File: config.mk
export PLATFORM = sky130hd
export DESIGN_NAME = mvi_ctrl
export DESIGN_NICKNAME = d
export VERILOG_FILES = /design/src/hw/rtl/mvi_pkg.sv /design/src/hw/rtl/mvi_ctrl.sv
export SDC_FILE = /design/constraint.sdc
export NUM_CORES = 1
export LEC_CHECK = 0
export BUFFER_PORTS_ARGS = -buffer_cell sky130_fd_sc_hd__buf_2
export CAP_MARGIN = 20
export CORE_MARGIN = 4
export CORE_UTILIZATION = 55
export DETAILED_ROUTE_END_ITERATION = 8
export GPL_TIMING_DRIVEN = 0
export PLACE_DENSITY = 0.79
export SLEW_MARGIN = 40
export SYNTH_ARGS = -nofsm -noshare
export SYNTH_HDL_FRONTEND = slang
export SYNTH_SLANG_ARGS = --single-unit
File: constraint.sdc
create_clock -name i_clk -period 3 [get_ports i_clk]
set_input_delay 0.45 -clock i_clk [delete_from_list [all_inputs] [get_ports i_clk]]
set_output_delay 0.45 -clock i_clk [all_outputs]
set_load 0.02 [all_outputs]
File: src/hw/rtl/mvi_pkg.sv
// ----------------------------------------------------------------------------
// mvi_pkg
// shared types, constants and sequencing tables for the mesh volume integrals
// block
// ----------------------------------------------------------------------------
package mvi_pkg;

    localparam int FIELD_W     = 10;
    localparam int COORD_BITS  = 10;
    localparam int NUM_MOMENTS = 10;
    localparam int IDX_W       = 4;
    localparam int VAL_W       = 64;
    localparam int A_W         = 24;
    localparam int B_W         = 36;
    localparam int P_W         = A_W + B_W;
    localparam int T_W         = 36;
    localparam int REM_W       = 8;
    localparam int DIV_STEPS   = 8;
    localparam int DIV_CYCLES  = VAL_W / DIV_STEPS;
    localparam int DCNT_W      = $clog2(DIV_CYCLES);
    localparam int GLOB_LEN    = 12;
    localparam int AXIS_LEN    = 21;
    localparam int GSTEP_W     = $clog2(GLOB_LEN);
    localparam int STEP_W      = $clog2(AXIS_LEN);

    localparam logic [1:0] AXIS_X = 2'd0;
    localparam logic [1:0] AXIS_Y = 2'd1;
    localparam logic [1:0] AXIS_Z = 2'd2;

    localparam logic [IDX_W-1:0] MOM_ONE  = 4'd0;
    localparam logic [IDX_W-1:0] MOM_X    = 4'd1;
    localparam logic [IDX_W-1:0] MOM_X2   = 4'd4;
    localparam logic [IDX_W-1:0] MOM_XY   = 4'd7;
    localparam logic [IDX_W-1:0] MOM_LAST = IDX_W'(NUM_MOMENTS - 1);

    typedef enum logic [5:0] {
        OP_NOP,
        OP_E1X, OP_E1Y, OP_E1Z, OP_E2X, OP_E2Y, OP_E2Z,
        OP_NXA, OP_NXB, OP_NYA, OP_NYB, OP_NZA, OP_NZB,
        OP_S01, OP_F1, OP_SQ0, OP_PART, OP_F2, OP_T3, OP_F3A, OP_F3B,
        OP_H0, OP_G0, OP_S0, OP_H1, OP_G1, OP_S1, OP_H2, OP_G2, OP_S2,
        OP_TF1, OP_TF2, OP_TF3, OP_TS
    } t_op;

    localparam t_op GLOB_OPS [GLOB_LEN] = '{
        OP_E1X, OP_E1Y, OP_E1Z, OP_E2X, OP_E2Y, OP_E2Z,
        OP_NXA, OP_NXB, OP_NYA, OP_NYB, OP_NZA, OP_NZB
    };

    localparam t_op AXIS_OPS [AXIS_LEN] = '{
        OP_S01, OP_F1, OP_SQ0, OP_PART, OP_F2, OP_T3, OP_F3A, OP_F3B,
        OP_H0, OP_G0, OP_S0, OP_H1, OP_G1, OP_S1, OP_H2, OP_G2, OP_S2,
        OP_TF1, OP_TF2, OP_TF3, OP_TS
    };

    typedef struct packed {
        logic               capture;
        t_op                op;
        logic [1:0]         axis;
        logic               div_load;
        logic               div_step;
        logic               out_load;
        logic [IDX_W-1:0]   moment;
        logic               clear;
    } t_cmd;

    typedef struct packed {
        logic [FIELD_W-1:0] ax;
        logic [FIELD_W-1:0] ay;
        logic [FIELD_W-1:0] az;
        logic [FIELD_W-1:0] bx;
        logic [FIELD_W-1:0] by;
        logic [FIELD_W-1:0] bz;
        logic [FIELD_W-1:0] cx;
        logic [FIELD_W-1:0] cy;
        logic [FIELD_W-1:0] cz;
    } t_tri;

    typedef struct packed {
        logic [IDX_W-1:0]   moment_index;
        logic [VAL_W-1:0]   moment_value;
        logic               saturated;
        logic               last_result;
    } t_res;

    function automatic logic [REM_W-2:0] divisor_of(input logic [IDX_W-1:0] k);
        logic [REM_W-2:0] d;
        case (k)
            4'd0:                   d = 7'd6;
            4'd1, 4'd2, 4'd3:       d = 7'd24;
            4'd4, 4'd5, 4'd6:       d = 7'd60;
            default:                d = 7'd120;
        endcase
        return d;
    endfunction

endpackage

File: src/hw/rtl/mvi_ctrl.sv
// ----------------------------------------------------------------------------
// mvi_ctrl
// sequencer: steps the shared multiply-add through one triangle, then walks
// the ten moments through divide and output on the last triangle
// ----------------------------------------------------------------------------
module mvi_ctrl (
    input  logic            i_clk,
    input  logic            i_rst_n,
    input  logic            i_in_valid,
    input  logic            i_last,
    input  logic            i_out_ready,
    output logic            o_in_ready,
    output logic            o_out_valid,
    output mvi_pkg::t_cmd   o_cmd
);
    import mvi_pkg::*;

    typedef enum logic [2:0] {
        S_IDLE, S_GLOB, S_AXIS, S_DRAIN, S_DLOAD, S_DIV, S_FIN, S_OUT
    } t_state;

    t_state             r_state;
    logic [STEP_W-1:0]  r_step;
    logic [1:0]         r_axis;
    logic [IDX_W-1:0]   r_moment;
    logic [DCNT_W-1:0]  r_dcnt;
    logic               r_last;

    always_ff @(posedge i_clk) begin
        if (!i_rst_n) begin
            r_state  <= S_IDLE;
            r_step   <= '0;
            r_axis   <= AXIS_X;
            r_moment <= '0;
            r_dcnt   <= '0;
            r_last   <= 1'b0;
        end else begin
            case (r_state)
                S_IDLE: begin
                    if (i_in_valid) begin
                        r_last  <= i_last;
                        r_step  <= '0;
                        r_state <= S_GLOB;
                    end
                end
                S_GLOB: begin
                    if (r_step == STEP_W'(GLOB_LEN - 1)) begin
                        r_step  <= '0;
                        r_axis  <= AXIS_X;
                        r_state <= S_AXIS;
                    end else begin
                        r_step <= r_step + 1'b1;
                    end
                end
                S_AXIS: begin
                    if (r_step == STEP_W'(AXIS_LEN - 1)) begin
                        r_step <= '0;
                        if (r_axis == AXIS_Z) begin
                            r_state <= S_DRAIN;
                        end else begin
                            r_axis <= r_axis + 1'b1;
                        end
                    end else begin
                        r_step <= r_step + 1'b1;
                    end
                end
                S_DRAIN: begin
                    r_moment <= '0;
                    r_state  <= r_last ? S_DLOAD : S_IDLE;
                end
                S_DLOAD: begin
                    r_dcnt  <= '0;
                    r_state <= S_DIV;
                end
                S_DIV: begin
                    r_dcnt <= r_dcnt + 1'b1;
                    if (r_dcnt == DCNT_W'(DIV_CYCLES - 1)) begin
                        r_state <= S_FIN;
                    end
                end
                S_FIN: begin
                    r_state <= S_OUT;
                end
                S_OUT: begin
                    if (i_out_ready) begin
                        if (r_moment == MOM_LAST) begin
                            r_state <= S_IDLE;
                        end else begin
                            r_moment <= r_moment + 1'b1;
                            r_state  <= S_DLOAD;
                        end
                    end
                end
                default: r_state <= S_IDLE;
            endcase
        end
    end

    always_comb begin
        o_cmd          = '0;
        o_cmd.op       = OP_NOP;
        o_cmd.capture  = (r_state == S_IDLE) && i_in_valid;
        if (r_state == S_GLOB) begin
            o_cmd.op = GLOB_OPS[r_step[GSTEP_W-1:0]];
        end else if (r_state == S_AXIS) begin
            o_cmd.op = AXIS_OPS[r_step];
        end
        o_cmd.axis     = r_axis;
        o_cmd.div_load = (r_state == S_DLOAD);
        o_cmd.div_step = (r_state == S_DIV);
        o_cmd.out_load = (r_state == S_FIN);
        o_cmd.moment   = r_moment;
        o_cmd.clear    = (r_state == S_OUT) && i_out_ready && (r_moment == MOM_LAST);
    end

    assign o_in_ready  = (r_state == S_IDLE);
    assign o_out_valid = (r_state == S_OUT);

endmodule

# Word-level counts from Yosys, hierarchy flattened
# Memory sizes are Yosys's and may differ from the RTL's.
# Index checks and enable logic that the tools add are counted.
[word_totals]
ff_bits = 18
latch_bits = 0
mem_bits_rw = 0
mem_bits_ro = 288
inputBits = 5
out_inout_bits = 19
elab_cells = 76
memories = 2
[memory_table]
columns = ["memory", "words", "width", "rd", "rd_clocked_by_memory_dff", "write_ports", "line", "text"]
rows = [
  ["(no name shown)", 32, 6, 1, 0, 0, "mvi_ctrl.sv:106", "o_cmd.op = AXIS_OPS[r_step];"],
  ["(no name shown)", 16, 6, 1, 0, 0, "mvi_ctrl.sv:104", "o_cmd.op = GLOB_OPS[r_step[GSTEP_W-1:0]];"],
]
[op_classes]
n_addsub = 4
mul = 0
div_mod_pow = 0
magnitude_cmp = 2
n_eq_ne = 20
n_shift = 0
n_mux = 27
n_bitwise = 2
n_reduce_logical = 13
[op_table]
columns = ["op", "n"]
rows = [
  ["2-to-1 mux 6 bit", 6],
  ["2-to-1 mux 3 bit", 8],
  ["case mux 3 bit (8 select lines)", 1],
  ["== test 3 bit (second input constant)", 5],
  ["2-to-1 mux 5 bit", 3],
  ["case mux 5 bit (3 select lines)", 1],
  ["inequality test 2 bit (second input constant)", 7],
  ["2-to-1 mux 4 bit", 2],
  ["case mux 4 bit (2 select lines)", 1],
  ["== test 3 x 2 -> 1 bit (second input constant)", 2],
  [">= comparator 6 bit (second input constant)", 1],
  ["2-to-1 mux 2 bit", 3],
  ["NOT 5 -> 6 bit", 1],
  ["case mux 3 bit (2 select lines)", 1],
  ["AND reduction 6 bit", 1],
  ["nonzero test 2 bit", 3],
  ["adder 5 x 1 -> 5 bit (second input constant)", 1],
  ["== test 5 x 4 -> 1 bit (second input constant)", 1],
  ["== test 5 bit (second input constant)", 1],
  [">= comparator 5 bit (second input constant)", 1],
  ["NOT 4 -> 5 bit", 1],
  ["adder 4 x 1 -> 4 bit (second input constant)", 1],
  ["== test 4 bit (second input constant)", 1],
  ["case mux 2 bit (2 select lines)", 1],
  ["other kinds (11)", 14],
]

# Logic depth before layout (Yosys ltp)
[depth]
word_depth = 6
ltp_mapped = 6
mapped_depth_nobuf = 6

# Least setup slack after synthesis
# Ideal clock, no wire load.
[synth_path]
path_type = "register to output"
start = "register r_state[0]"
end = "output o_cmd[16] in the netlist's numbering"
arrival_ns = 1.491
required_time_ns = 2.550
slack_ns = 1.059
stages_incl_launch_ff = 5
path_buffers = 2
cell_sequence = "dfxtp_1 -> buf_6 -> clkbuf_1 -> nor3_1 -> and2_1"
[synth_rtl]
columns = ["item", "line", "text"]
rows = [
  ["start: declaration", "mvi_ctrl.sv:22", "t_state r_state;"],
  ["start signal: assignment", "mvi_ctrl.sv:69", "r_state <= r_last ? S_DLOAD : S_IDLE;"],
  ["end: declaration", "mvi_ctrl.sv:14", "output mvi_pkg::t_cmd o_cmd"],
]

==> metrics <==
dpl hpwl=2163 um; Clk Latency, worst-skew pair=0.30 ns; post-CTS setup buffers=0; via/cell ratio=~6; Initial Util=0.5724; first-pass GRT wire length=just under 5000 um; # nets final=about 200; Chip Height=around 56 um; I/O Pins=24; Worst Setup End Kind=primary output; Post-synth EDFFs=0; initial antenna violation count=0; Routability Congestion=between 0.9 and 1; Initial DRT Pass Iterations=4; CTS root buffer=clkbuf_4; Syn Area/Cell=roughly 8.2 um^2; CP Class=reg -> out; die outline width=around 56 um; number of global-route vias before repair=1,100; WP data required=approximately 2.6 ns; Routed WL per cell=approximately 14 um; Tmin final=2.335 ns; cts repair resizes=0; GR Overflow Total=0; worst path cell trace=buf_2, clkbuf_1, nor2b_1, nand2_1, nand2_1, and3_1, buf_2; Synth Area in Compound Gates=0.2470; predominant post-synthesis flop cell=dfxtp_1; final setup margin=0.6648 ns; Synth Area in Adders=0.09881; Total GRT Usage=0.1938; LEAKAGE=between 0.5 and 0.6 nW; critical path arrival=around 1.9 ns; Antenna Violating Nets Remaining=0; P&R area growth vs syn=14.72%; RSZ-0062 raised after global routing=false; H-tree depth=1; Worst VDD drop=0.4941 mV; multiplexer area fraction after synthesis=0.02372; DRT iter0 DRCs=40; Core ar.=roughly 0.0022 mm^2; Hold Slack=0.3840 ns; fin. max-slew vios=0; antenna cells=0; PortBufs=23; routed via count=1,226; clock sinks=18; Slew @ Worst Pin=0.6588 ns; pwr/cell area=626.8 mW/mm^2; Tightest Hold Check Type=in -> reg; synth warn=0; register bit total from synthesis=18; maximum capacitance violations=0; simple-gate share of the synthesized area=0.2569; Final setup violation count=0; Seq/Total Area, Yosys=0.2846; crit-path max FO=10; Cell variety after synth=between 40 and 50; mapped cell area=roughly 0.0013 mm^2; Post-CTS Hold Buffers=0; setup TNS=0 ns; Synth Area in XOR/XNOR=0.006917; total nets after synthesis=170; CP peak stage delay=between 0.3 and 0.4 ns; period utilisation layout=0.7784; clk_skew=roughly 0.003 ns; clk buf depth=2; Crit-path slowest cell=dfxtp_1; Fin. Hold Viols=0; CTS tree=yes; Worst Setup Slack post-DPL=just over 1 ns; combinational family with the most area after synthesis=simple AND/OR/NAND/NOR gates; max_slew headroom=0.5494; outcome=finished clean; Post-Syn Instances=between 150 and 200; startpoint types=flop; Routed WL=roughly 2900 um; largest net degree at the start of global routing=11; TritonCTS buffer count=3; layout cells sized above 1=0.2033; die area=0.003134 mm^2; Post-synth ARST share=0; clk slew on worst S/H paths=0.11 ns; Fmax achieved=approximately 430 MHz; # DRC=0; Rows=17
-- sequential cells by signal (all words and copies together) (netlist names) --
name and flops:
r_last 1, r_axis 2, r_dcnt 3, r_state 3, r_moment 4, r_step 5
-- final timing paths --
| kind | slack (ns) | startpoint | to | cells after the start |
|---|---|---|---|---|
| min reg2reg | 0.51 | r_last | r_last | 2 |
| max | 0.66 | r_state[1] | o_cmd[11] | 7 |
| max reg2reg | 1.01 | r_step[0] | r_state[2] | 5 |
| min | 0.38 | i_last | r_last | 3 |
-- cells by family (layout without fill, tap and decap cells) --
logic type | after synthesis | in the layout
fa+ha+maj | 10 | 10
buf+inv | 22 | 49
flops | 18 | 18
simple gates | 58 | 58
compound gates | 43 | 43
xor+xnor | 1 | 1
mux | 3 | 3
-- final cells by class --
type / instances / area, um^2
plain buffers: 10 / 58.81
clock buffers: 4 / 36.28
fillers: 206 / 759.5
inverters: 12 / 45.04
multi-input cells: 115 / 802.0
flip-flops and latches: 18 / 360.3
well taps: 28 / 35.03
repair buffers: 23 / 115.1
-- cells in the mapped netlist (4+ instances only) --
master	n	area share
or4_1	6	0.036
o21ai_0	4	0.016
ha_1	10	0.099
nand2_1	6	0.018
dfxtp_1	18	0.28
nor2_1	19	0.056
a21oi_1	13	0.051
o31ai_1	5	0.030
nor3_1	4	0.016
nand3_1	4	0.016
inv_1	12	0.036
nand2b_1	4	0.020
clkbuf_1	5	0.015
-- per-layer routing --
layer	vias to the layer above	part of all wire	global-route usage
met2	36	0.47	0.3022
met1	566	0.47	0.2731
met3	5	0.048	0.02088
met4	0	0.018	0.07119
met5	-	0	0
li1	619	-	-
-- where the power goes --
| group | leakage (nW) | switching, W | internal [W] | total (W) |
|---|---|---|---|---|
| sequential | 0.146 | 0.0000190 | 0.000261 | 0.000280 |
| clock | 0.0210 | 0.0000825 | 0.0000741 | 0.000157 |
| combinational | 0.429 | 0.000289 | 0.000185 | 0.000474 |
| total | 0.596 | 0.000391 | 0.000520 | 0.000911 |
-- placed cells by master (no fill, tap or decap), types with 2 or more instances in the layout --
cell	instances
buf_2	25
nor2_1	19
dfxtp_1	18
a21oi_1	13
inv_1	12
ha_1	10
nand2_1	6
or4_1	6
clkbuf_1	5
o31ai_1	5
nor3_1	4
nand2b_1	4
nand3_1	4
o21ai_0	4
o22ai_1	3
a211oi_1	3
nor2b_1	3
mux2i_1	3
a22oi_1	3
clkbuf_4	3
buf_6	2
and2_1	2
a41oi_1	2
a311oi_1	2
-- worst max-delay path, delay by kind of cell, from the launching register on --
family	cells	cell delay [ns]
buffers and inverters	3	0.72
flip-flops	1	0.38
AND/OR/NAND/NOR	4	0.50
-- per-stage QoR --
step,util,instances,area (um^2),power [W]
floorplan,-,155,1266,0.0006476
global placement,0.6403,206,1416,0.0007431
detailed placement,0.6403,206,1416,0.0007558
CTS,0.6567,210,1453,0.0009118
global route,0.6567,210,1453,0.0009768
finish,0.6567,210,1453,0.0009105
(Power assumes the default switching activity.)
